### config.mk
export PLATFORM = sky130hd
export DESIGN_NAME = psp_ctrl
export DESIGN_NICKNAME = d
export VERILOG_FILES = /design/src/hw/rtl/psp_pkg.sv /design/src/hw/rtl/psp_ctrl.sv
export VERILOG_INCLUDE_DIRS = /design/src /design/src/hw/rtl
export SDC_FILE = /design/constraint.sdc
export NUM_CORES = 1
export LEC_CHECK = 0
export ABC_AREA = 1
export ABC_CLOCK_PERIOD_IN_PS = 1750
export BUFFER_PORTS_ARGS = -buffer_cell sky130_fd_sc_hd__buf_2
export CAP_MARGIN = 5
export CORE_AREA = 2 2 39 41
export DETAILED_ROUTE_END_ITERATION = 7
export DIE_AREA = 0 0 41 43
export PLACE_DENSITY_LB_ADDON = 0.05
export SLEW_MARGIN = 30
export SYNTH_ARGS = -nofsm -noshare
export SYNTH_HDL_FRONTEND = slang
export SYNTH_SLANG_ARGS = --single-unit
### constraint.sdc
create_clock -name i_clk -period 1.75 [get_ports i_clk]
set_clock_uncertainty 0.1 [all_clocks]
set_input_delay 0.175 -clock i_clk [delete_from_list [all_inputs] [get_ports i_clk]]
set_output_delay 0.175 -clock i_clk [all_outputs]
set_load 0.05 [all_outputs]
### src/hw/rtl/prefix_suffix_palindrome_macros.svh
// assertion macros for the prefix/suffix palindrome block
// expects i_clk in the scope of every use, and i_rst_n too where PSP_ASSERT is used
`ifndef PREFIX_SUFFIX_PALINDROME_MACROS_SVH
`define PREFIX_SUFFIX_PALINDROME_MACROS_SVH

// checked only out of reset
`define PSP_ASSERT(lbl, prop, msg) \
    lbl: assert property (@(posedge i_clk) disable iff (!i_rst_n) prop) \
        else $error(msg);

// checked at every edge, reset included
`define PSP_ASSERT_ALWAYS(lbl, prop, msg) \
    lbl: assert property (@(posedge i_clk) prop) else $error(msg);

`endif

### src/hw/rtl/psp_pkg.sv
// shared constants and controller/datapath command and status types
// for the prefix/suffix palindrome block; no dependencies
package psp_pkg;

    localparam int MAX_LEN   = 1024;
    localparam int ADDR_W    = $clog2(MAX_LEN);
    localparam int CNT_W     = $clog2(MAX_LEN + 1);
    localparam int BT_DEPTH  = 2 * MAX_LEN + 2;
    localparam int BT_W      = $clog2(BT_DEPTH);
    localparam int OUTER_W   = 10;
    localparam int MIDDLE_W  = 11;

    typedef logic [ADDR_W-1:0]      t_addr;
    typedef logic [CNT_W-1:0]       t_cnt;
    typedef logic [BT_W-1:0]        t_bidx;
    typedef logic signed [BT_W-1:0] t_border;

    typedef struct packed {
        logic load;
        logic chk;
        logic scan_rd;
        logic scan_ev;
        logic kmp_init;
        logic kmp_rev;
        logic kmp_rd;
        logic kmp_ev;
        logic out_load;
    } t_cmd;

    typedef struct packed {
        logic ovf;
        logic scan_more;
        logic mid_empty;
        logic kmp_done;
        logic kmp_rev;
    } t_stat;

endpackage

### src/hw/rtl/psp_ctrl.sv
// controller: sequences load, outer scan, two failure-function passes
// and result hand-off; uses psp_pkg and the assertion macro header
`include "prefix_suffix_palindrome_macros.svh"

module psp_ctrl
    import psp_pkg::*;
(
    input  logic  i_clk,
    input  logic  i_rst_n,
    input  logic  i_in_valid,
    output logic  o_in_ready,
    input  logic  i_is_last,
    output logic  o_out_valid,
    input  logic  i_out_ready,
    output t_cmd  o_cmd,
    input  t_stat i_stat
);

    typedef enum logic [2:0] {
        S_IDLE,
        S_CHECK,
        S_SCAN_RD,
        S_SCAN_EV,
        S_KMP_RD,
        S_KMP_EV,
        S_OUT
    } t_state;

    t_state r_state;
    t_state n_state;
    logic   n_out_valid;
    logic   w_in_acc;

    assign o_in_ready = (r_state == S_IDLE);
    assign w_in_acc   = i_in_valid && o_in_ready;

    always_comb begin
        o_cmd       = '0;
        n_state     = r_state;
        n_out_valid = o_out_valid && !i_out_ready;
        case (r_state)
            S_IDLE: begin
                if (w_in_acc) begin
                    o_cmd.load = 1'b1;
                    if (i_is_last) begin
                        n_state = S_CHECK;
                    end
                end
            end
            S_CHECK: begin
                o_cmd.chk = 1'b1;
                n_state   = i_stat.ovf ? S_OUT : S_SCAN_RD;
            end
            S_SCAN_RD: begin
                o_cmd.scan_rd = 1'b1;
                n_state       = S_SCAN_EV;
            end
            S_SCAN_EV: begin
                o_cmd.scan_ev = 1'b1;
                if (i_stat.scan_more) begin
                    n_state = S_SCAN_RD;
                end else if (i_stat.mid_empty) begin
                    n_state = S_OUT;
                end else begin
                    o_cmd.kmp_init = 1'b1;
                    o_cmd.kmp_rev  = 1'b0;
                    n_state        = S_KMP_RD;
                end
            end
            S_KMP_RD: begin
                o_cmd.kmp_rd = 1'b1;
                n_state      = S_KMP_EV;
            end
            S_KMP_EV: begin
                o_cmd.kmp_ev = 1'b1;
                n_state      = S_KMP_RD;
                if (i_stat.kmp_done) begin
                    if (i_stat.kmp_rev) begin
                        n_state = S_OUT;
                    end else begin
                        o_cmd.kmp_init = 1'b1;
                        o_cmd.kmp_rev  = 1'b1;
                    end
                end
            end
            S_OUT: begin
                if (!o_out_valid || i_out_ready) begin
                    o_cmd.out_load = 1'b1;
                    n_out_valid    = 1'b1;
                    n_state        = S_IDLE;
                end
            end
            default: begin
                n_state = S_IDLE;
            end
        endcase
    end

    always_ff @(posedge i_clk) begin
        if (!i_rst_n) begin
            r_state     <= S_IDLE;
            o_out_valid <= 1'b0;
        end else begin
            r_state     <= n_state;
            o_out_valid <= n_out_valid;
        end
    end

    `PSP_ASSERT(a_out_free, o_cmd.out_load |-> (!o_out_valid || i_out_ready), "result register overwritten")
    `PSP_ASSERT(a_one_cmd, $onehot0({o_cmd.load, o_cmd.chk, o_cmd.scan_rd, o_cmd.scan_ev, o_cmd.kmp_rd, o_cmd.kmp_ev, o_cmd.out_load}), "overlapping commands")
    `PSP_ASSERT(a_last_blocks, (w_in_acc && i_is_last) |=> !o_in_ready, "input open while string is processed")
    `PSP_ASSERT_ALWAYS(a_rst_quiet, !i_rst_n |=> !o_out_valid, "result valid after reset")

endmodule

; Word-level counts from Yosys, hierarchy flattened
; Cells that the tools add are included.
[totals]
word_cells = 43
ff_bits = 4
out_inout_bits = 11
[classes]
n_reduce_logical = 7
mux = 25
eq_ne = 9
[op_table]
columns = operator, n
row1 = one-hot mux 3 bit (7 select lines), 1
row2 = two-way mux 3 bit, 6
row3 = two-way mux 2 bit, 6
row4 = two-way mux 1 bit, 11
row5 = equality test 3 bit (second input constant), 3
row6 = equality test 3 x 2 -> 1 bit (second input constant), 2
row7 = != test 2 x 1 -> 1 bit (second input constant), 2
row8 = one-hot mux 2 bit (2 select lines), 1
row9 = equality test 3 x 1 -> 1 bit (second input constant), 1
row10 = logical NOT 3 bit, 1
row11 = AND reduction 3 bit, 1
row12 = logical AND 1 bit, 2
row13 = logical NOT 1 bit, 2
row14 = != test 2 bit (second input constant), 1
row15 = logical OR 1 bit, 1

; Logic depth before layout (Yosys ltp)
; Gate-level depths: netlist of the first run.
[logic_depth]
ltp_word = 4
depth_mapped = 7

; Worst setup path before layout of the first run
; Ideal clock, no wire load.
[synth_timing]
path_kind = reg-to-output
startpoint = reg r_state[2]
endpoint = out o_cmd[3] (netlist name)
slack_ns = -0.311
stages_incl_launch_ff = 6
t_arrival_ns = 1.786
required_ns = 1.475
cell_sequence = dfxtp_1 -> buf_4 -> inv_2 -> nor2_2 -> nand2_1 -> nor2_1
[synth_rtl]
columns = item, line_no
row1 = start: declaration, psp_ctrl.sv:29  ; t_state r_state;
row2 = start signal: assignment, psp_ctrl.sv:104  ; r_state <= n_state;
row3 = end: declaration, psp_ctrl.sv:15  ; output t_cmd o_cmd,

==> impl_results.md, run 1 <==
- Clock buffer depth: 2
- Final hold viol count: 0
- Post-synthesis sequential area ratio: 26.02%
- Vias in the first global route: 309
- CP Capture Type: primary output
- Num rows: 14
- R2R depth: 4
- CP Cell Sequence: inv_1 -> nand2_1 -> nor2_4 -> nand2_1 -> o22ai_4 -> clkbuf_4
- Hold path startpoint: i_rst_n
- Root buf cell: clkbuf_4
- Wire per inst: 8.309 µm
- Hold EP: r_state[1]$_SDFFE_PN0P_
- DRC Markers: 0
- Most common cell on crit path: nand2_1
- Hold-fix buffers, CTS: 0
- Worst Setup Start Kind: register
- Placed cells: 91
- Slew Limit Headroom: 83.43%
- Detailed placement HPWL: 667.3 µm
- Clk slew on worst S/H paths: 0.04 ns
- Worst-skew pair later-pin latency: 0.23 ns
- Share of layout cells above drive strength 1: 41.03%
- Post-route cell area: 479.2 µm²
- Post-Syn Nets: 65
- Static Leakage: 0.2907 nW
- Fillers: 178
- Worst Path Arrival: 1.37 ns
- Pwr per Cell Area: 902.7 nW/µm²
- Die width: 41 µm
- Post-route minimum period: 1.643 ns
- CTS tree: done
- DRT iter0 DRCs: 14
- Multi-input gate area in the final layout: 203.9 µm²
- Critical Path RT: 1.47 ns
- Yosys cell types: 15
- GRT Total Usage: 9.940%
- Worst path max stage delay: 0.34 ns
- MaxCap Viol Count: 0
- Hold-critical path depth: 3
- Clock Sinks: 4
- Power Total: 0.0004326 W
- Vias: 393
- Grt total ovfl: 0
- Crit path max-delay cell type: dfxtp_1
- Area delta synth->final: 55.69%
- Core Area: 1384 µm²
- # H-tree levels: 1
- Largest net degree at the start of global routing: 10
- Area post-placement: 452.9 µm²
- CTS Buf Count: 3
- Dominant cell type by area after synthesis: dfxtp_1
- DRT Pass-1 Iters: 4
- Layout Cells excl Fill: 94
- Initial antenna violation count: 0
- Drt total wl: 781 µm
- Synth Cell Area: 307.8 µm²
- Endpoints failing setup: 0
- IO Count: 21
- Top post-synthesis cells by area: dfxtp_1, nor2_1, nand2_1
- Worst slew pin tran: 0.2503 ns
- VDD IR-drop max: 0.4759 mV
- Reg-to-reg setup timing slack: 0.61 ns
- Max Slew Vio Count: 0
- R2r startpoint: r_state[1]$_SDFFE_PN0P_
- Flops & latches, synth: 4
- Starting Density: 22.24%
- Routed Antenna Nets: 0
- Max FO, Critical Path: 6
- Gp weighted congestion: 0.6894
- Number of vias per cell: 4.181
- Seq. cell area: 81.33 µm²
- First-pass GRT wire length: 1152 µm
- Die area: 1763 µm²
- Final nets: 90
- Crit Reg-Reg Endpoint: r_state[2]$_SDFFE_PN0P_
- Status: finished clean
- Crit path kind: register to primary output
- PortBufs: 20
- Die H: 43 µm
- Fmax: 0.6088 GHz
- Syn. warnings: 0
- Mapped Cells: 55
- Antenna diode count: 0
- Final period utilization: 93.86%
- Yosys top cell area share: 26.02%
- Mean Syn Cell Area: 5.596 µm²
- Hold Crit Class: input port to register
flip-flops by register name (all words and copies together), names as in the netlist:
name,flops
o_out_valid,1
r_state,3
stage by stage:
step,utilization (%),setup slack (ns),TNS [ns],hold WS (ns)
after floorplan,-,0.1178,0,0.1726
after global placement,32.73,0.3152,0,0.3079
after detailed placement,32.73,0.2965,0,0.3183
after CTS,34.36,0.04084,0,0.07259
after global routing,34.63,-0.0001829,-0.0001829,0.09968
final,34.63,0.1075,0,0.07852
cell type report:
type,count,area share (%)
Tap cell,16,4.178
Inverter,11,8.616
Timing Repair Buffer,21,22.98
Multi-Input combinational cell,39,42.56
Clock buffer,3,4.700
Sequential cell,4,16.97
repair_timing:
item,4_1_cts,5_1_grt
endpoints found under the hold margin,0,0
gates resized for setup,0,2
buffers inserted,0,0
endpoints found under the setup margin,0,2
where the power goes:
part | switching [W] | internal [W] | total, W
Combinational | 0.000151 | 0.0000533 | 0.000204
Sequential | 0.0000135 | 0.000103 | 0.000116
Clock | 0.0000360 | 0.0000766 | 0.000113
per-layer routing:
metal | GRT usage (%) | part of all wire [%]
met3 | 3.141 | 6.8
met5 | 0 | 0
met4 | 8.000 | 1.3
met2 | 14.06 | 48
met1 | 11.58 | 44
worst max-delay path by stage:
stage | startpoint | to | slack, ns | depth (start not counted)
2_1_floorplan | r_state[2]$_SDFFE_PN0P_ | o_cmd[4] | 0.12 | 5
3_3_place_gp | r_state[0]$_SDFFE_PN0P_ | o_cmd[4] | 0.32 | 5
3_5_place_dp | r_state[0]$_SDFFE_PN0P_ | o_cmd[4] | 0.30 | 5
4_1_cts | r_state[0]$_SDFFE_PN0P_ | o_cmd[4] | 0.04 | 5
5_1_grt | r_state[1]$_SDFFE_PN0P_ | o_cmd[4] | -0.0002 | 6
6_report | r_state[1]$_SDFFE_PN0P_ | o_cmd[4] | 0.11 | 6
cells in the final DEF (no fill, tap or decap):
master / count
a21boi_0: 1
a21oi_1: 1
and3_1: 1
buf_2: 19
buf_4: 1
clkbuf_4: 4
dfxtp_1: 3
dfxtp_2: 1
inv_1: 9
inv_2: 2
nand2_1: 12
nand2_2: 1
nand3_1: 6
nand4_1: 1
nor2_1: 12
nor2_4: 2
nor3_2: 1
o22ai_4: 1
cell families (layout without fill, tap and decap cells):
family                 count (synthesis)  count (layout)  share of synthesized area (%)
DFF                                    4               4                          26.02
and+or+nand+nor                       36              36                          50.00
AOI/OAI and AO/OA                      3               3                          8.129
buffers and inverters                 12              35                          15.85
synthesized netlist by cell type:
cell      count
a21boi_0      1
a21oi_1       1
and3_1        1
buf_4         1
dfxtp_1       4
inv_1         9
inv_2         2
nand2_1      12
nand2_2       1
nand3_1       6
nand4_1       1
nor2_1       13
nor2_2        1
nor3_1        1
o22ai_2       1
worst max-delay path: cells and delay by family (launching register included):
kind / cells / cell delay (ns)
DFF: 1 / 0.34
AOI/OAI and AO/OA: 1 / 0.11
and+or+nand+nor: 3 / 0.33
buffers and inverters: 2 / 0.36
(Power assumes the default switching activity.)
==> run 2, diff against run 1 <==
==> constraint.sdc (replaced) <==
create_clock -name i_clk -period 1.75 [get_ports i_clk]
set_clock_uncertainty 0.1 [all_clocks]
set_input_delay 0.35 -clock i_clk [delete_from_list [all_inputs] [get_ports i_clk]]
set_output_delay 0.35 -clock i_clk [all_outputs]
set_load 0.05 [all_outputs]
==> impl_results.md, run 2 (synthesis gave the netlist of run 1 again) <==
- Status: finished clean
- Number of vias per cell: 4.181
- Largest Register: r_state
- Area delta synth->final: 62.60%
- Hold Crit Class: input port to register
- VDD IR-drop max: 0.3726 mV
- CTS Buf Count: 3
- Max FO, Critical Path: 6
- DRT iter0 DRCs: 3
- Largest net degree at the start of global routing: 8
- Final period utilization: 94.17%
- DRT Pass-1 Iters: 3
- Slew Limit Headroom: 83.50%
- Total Neg Setup Slack: 0 ns
- Worst Setup Start Kind: register
- Max reg flops: 3
- Reg-to-reg setup timing slack: 0.64 ns
- Grt total ovfl: 0
- Gp weighted congestion: 0.7248
- # H-tree levels: 1
- Static Leakage: 0.3013 nW
- Worst slew pin tran: 0.2492 ns
- Die area: 1763 µm²
- Num rows: 14
- Worst Path Arrival: 1.20 ns
- Core Area: 1384 µm²
- Root buf cell: clkbuf_4
- MaxCap Viol Count: 0
- Wire per inst: 8.479 µm
- Max Slew Vio Count: 0
- Most frequent cells in the layout: buf_2, nor2_1, nand2_1
- PortBufs: 20
- CTS tree: done
- Vias: 393
- Routed Antenna Nets: 0
- Top flop regs: r_state (3), o_out_valid (1)
- Die width: 41 µm
- Die H: 43 µm
- Critical Path RT: 1.30 ns
- DRC Markers: 0
- Clock Sinks: 4
- Clk slew on worst S/H paths: 0.03 ns
- IO Count: 21
- Antenna diode count: 0
- Fillers: 167
- Starting Density: 22.24%
- Pwr per Cell Area: 873.7 nW/µm²
- Most common cell after layout, fill and taps aside: buf_2
- Fmax: 0.6068 GHz
- GRT Total Usage: 11.43%
- First-pass GRT wire length: 1324 µm
- Initial antenna violation count: 0
- Endpoints failing setup: 0
- Detailed placement HPWL: 689.3 µm
- Post-route minimum period: 1.648 ns
- Crit path kind: register to primary output
- Vias in the first global route: 352
- Drt total wl: 797 µm
- Worst-skew pair later-pin latency: 0.23 ns
- Hold_ws: 0.2548 ns
- CP Capture Type: primary output
- Final nets: 90
- Final hold viol count: 0
- Share of layout cells above drive strength 1: 48.72%
- RSZ-0062 raised after global routing: no
- Clock buffer depth: 2
==> run 2: through the flow <==
step           setup WS, ns  utilization [%]  cell area [µm²]  total power, W  std cells
2_1_floorplan       0.01739                -            344.1       0.0002754         55
3_5_place_dp         0.1684            33.54            464.2       0.0003261         91
3_3_place_gp         0.1836            33.54            464.2       0.0003277         91
4_1_cts           0.0003185            35.80            495.5       0.0004456         94
6_report             0.1020            36.17            500.5       0.0004373         94
5_1_grt             0.03564            36.17            500.5       0.0004684         94
==> run 2: layer usage <==
| metal | vias to the layer above | part of all wire, % | GRT usage (%) |
|---|---|---|---|
| li1 | 215 | - | - |
| met1 | 167 | 43 | 11.86 |
| met2 | 9 | 50 | 17.50 |
| met3 | 2 | 5.9 | 3.141 |
| met4 | 0 | 1.4 | 10.00 |
| met5 | - | 0 | 0 |
==> run 2: repair_timing <==
| item | 4_1_cts | 5_1_grt |
|---|---|---|
| hold endpoints to repair | 0 | 0 |
| hold buffers | 0 | 0 |
| resized for setup | 3 | 3 |
| pin swaps | 0 | 1 |
| buffers inserted | 0 | 0 |
| setup endpoints to repair | 2 | 2 |
==> run 2: layout make-up <==
type,count,area [µm²],area share [%]
clock buffer,3,22.52,4.500
tap,16,20.02,4.000
sequential,4,83.83,16.75
timing repair buffer,21,116.4,23.25
inverter,11,41.29,8.250
multi-input combinational,39,216.5,43.25
==> run 2: path summary, 6_finish.rpt <==
check	start	end	cells past startpoint
worst min-delay path	i_rst_n	r_state[1]$_SDFFE_PN0P_	3
worst max register to register	r_state[2]$_SDFFE_PN0P_	r_state[1]$_SDFFE_PN0P_	7
worst min register to register	o_out_valid$_SDFF_PN0_	o_out_valid$_SDFF_PN0_	2
worst max-delay path	r_state[1]$_SDFFE_PN0P_	o_cmd[8]	3
==> run 2: critical path: stages (launching register included) <==
cell	delay, ns
dfxtp_2	0.34
nor2_1	0.20
and3_1	0.18
buf_2	0.25
==> run 2: power breakdown <==
part,switching [W],internal (W)
clock,0.0000347,0.0000765
combinational,0.000150,0.0000554
sequential,0.0000174,0.000104
total,0.000202,0.000236
==> run 3, diff against run 2 <==
ABC_AREA = unset   (was 1)
CORE_AREA = 5 5 42 44   (was 2 2 39 41)
DIE_AREA = 0 0 47 49   (was 0 0 41 43)
==> impl_results.md, run 3 <==
- DRT Pass-1 Iters: 4
- Post-Syn Nets: 52
- Gp weighted congestion: 0.6582
- Initial antenna violation count: 0
- Worst Path Arrival: 1.24 ns
- Post-route cell area: 534.3 µm²
- Die width: 47 µm
- Mux share of post-synthesis cell area: 0%
- Main combinational cell family by area after synthesis: simple AND/OR/NAND/NOR gates
- DRT iter0 DRCs: 1
- First-pass GRT wire length: 1407 µm
- R2r startpoint: r_state[0]$_SDFFE_PN0P_
- Synth Flop Type: dfxtp_1
- Final period utilization: 96.34%
- Pwr per Cell Area: 674.7 nW/µm²
- Status: finished clean
- VDD IR-drop max: 0.2671 mV
- Top post-synthesis cells by area: dfxtp_1, and2b_1, nor3b_1
- Compound-Gate Fraction of Synth Area: 15.75%
- Power Total: 0.0003605 W
- Hold Crit Class: input port to register
- Endpoints failing setup: 0
- Starting Density: 24.38%
- Xor and xnor area share after synthesis: 0%
- Hold path startpoint: i_rst_n
- MaxCap Viol Count: 0
- Final Core Density: 38.13%
- PortBufs: 20
- Hold_ws: 0.2741 ns
- Mapped Cells: 42
- Static Leakage: 0.2728 nW
- Crit path kind: register to primary output
- Worst path max stage delay: 0.33 ns
- Worst slack, placed: 0.06248 ns
- CTS Buf Count: 3
- Fmax: 0.5931 GHz
- Vias in the first global route: 349
- Detailed placement HPWL: 780.2 µm
- Most common cell after layout, fill and taps aside: buf_2
- Synth Area in Adders: 0%
- Drt total wl: 929 µm
- Post-synth EDFFs: 0
- Flops & latches, synth: 4
- Share of layout cells above drive strength 1: 60.00%
- Num rows: 14
- Delay-heaviest family, CP: simple AND/OR/NAND/NOR gates
- Worst-skew pair later-pin latency: 0.23 ns
- Worst slew pin tran: 0.2833 ns
- CP bufs+invs: 2
- Wire per inst: 11.47 µm
- Vias: 389
- Die area: 2303 µm²
- Hold-critical path depth: 2
- Synth Cell Area: 341.6 µm²
- Mean Syn Cell Area: 8.133 µm²
- Slew Limit Headroom: 80.94%
- Post-CTS setup buffer count: 0
- Async SR Flop Fraction: 0%
- DRC Markers: 0
- Clock buffer depth: 2
- Clk slew on worst S/H paths: 0.04 ns
- CTS tree: done
- GRT Total Usage: 8.509%
- R2R depth: 4
- Post-route minimum period: 1.686 ns
- Area delta synth->final: 56.41%
- Hold EP: o_out_valid$_SDFF_PN0_
- Grt total ovfl: 0
- Post-synthesis sequential area ratio: 23.44%
- Max FO, Critical Path: 7
- Yosys cell types: 26
- Most frequent cell after synthesis: nor2_1
- Crit Reg-Reg Endpoint: r_state[1]$_SDFFE_PN0P_
- Die H: 49 µm
- Critical Path RT: 1.30 ns
- CP Capture Type: primary output
- Post-Synth Simple-Gate Area: 50.92%
- Max Slew Vio Count: 0
- Crit path max-delay cell type: dfxtp_2
- Final nets: 77
- Number of vias per cell: 4.802
- Clock Sinks: 4
- Syn. warnings: 0
- IO Count: 21
- Largest Register: r_state
- Hold-fix buffers, CTS: 0
- Reg-to-reg setup timing slack: 0.36 ns
- Largest net degree at the start of global routing: 10
- Routed Antenna Nets: 0
- Top flop regs: r_state (3), o_out_valid (1)
- Root buf cell: clkbuf_4
- Antenna diode count: 0
- CP Cell Sequence: buf_4 -> nor3_4 -> and2_4 -> buf_8
- Area post-placement: 484.2 µm²
- Most frequent cells in the layout: buf_2, nor2_1, buf_4
- Core Area: 1401 µm²
- Worst Setup Start Kind: register
- Max reg flops: 3
- Synth cell count leaders: nor2_1, dfxtp_1, and2b_1, nor3b_1
- Final setup margin: 0.06408 ns
- RSZ-0062 raised after global routing: yes
- Dominant cell type by area after synthesis: dfxtp_1
- Yosys top cell area share: 23.44%
- # H-tree levels: 1
- Final hold viol count: 0
==> run 3: what timing repair did <==
item / in CTS / in global routing
resized for setup: 7 / 3
endpoints found under the setup margin: 4 / 7
pin swaps: 0 / 1
gates cloned: 0 / 0
endpoints found under the hold margin: 0 / 0
==> run 3: worst max-delay path by stage <==
stage,from,end,slack [ns],cells past startpoint
floorplan,o_out_valid$_SDFF_PN0_,o_cmd[0],-0.09,2
global route,r_state[1]$_SDFFE_PN0P_,o_cmd[8],-0.008,4
CTS,r_state[2]$_SDFFE_PN0P_,o_cmd[5],0.01,3
global placement,i_stat[3],o_cmd[4],0.09,5
detailed placement,i_stat[3],o_cmd[4],0.06,5
finish,r_state[1]$_SDFFE_PN0P_,o_cmd[8],0.06,4
==> run 3: logic make-up after synthesis <==
kind of cell	after synthesis
and+or+nand+nor	26
AOI/OAI and AO/OA	7
DFF	4
buffers and inverters	5
==> run 3: cell type report <==
| type | instances | area, µm² |
|---|---|---|
| repair buffers | 23 | 141.4 |
| fillers | 168 | 867.1 |
| multi-input cells | 33 | 259.0 |
| well taps | 16 | 20.02 |
| inverters | 2 | 7.507 |
| flip-flops and latches | 4 | 83.83 |
| clock buffers | 3 | 22.52 |
==> run 3: stage by stage <==
step	TNS [ns]	instances
6_report	0	81
5_1_grt	-0.008372	81
4_1_cts	0	81
3_5_place_dp	0	78
3_3_place_gp	0	78
2_1_floorplan	-0.09286	42
==> run 3: where the power goes <==
group | leakage, nW | switching (W) | internal (W) | total [W]
registers | 0.0338 | 0.00000871 | 0.0000980 | 0.000107
logic | 0.225 | 0.0000832 | 0.0000571 | 0.000140
clock network | 0.0138 | 0.0000367 | 0.0000767 | 0.000113
total | 0.273 | 0.000129 | 0.000232 | 0.000360
==> run 3: routing by layer <==
metal	vias to the layer above	global-route usage (%)	share of wire, %
met5	-	0	0
met4	0	5.530	0
met3	0	2.583	11
met2	16	12.44	47
met1	179	10.28	43
li1	194	-	-
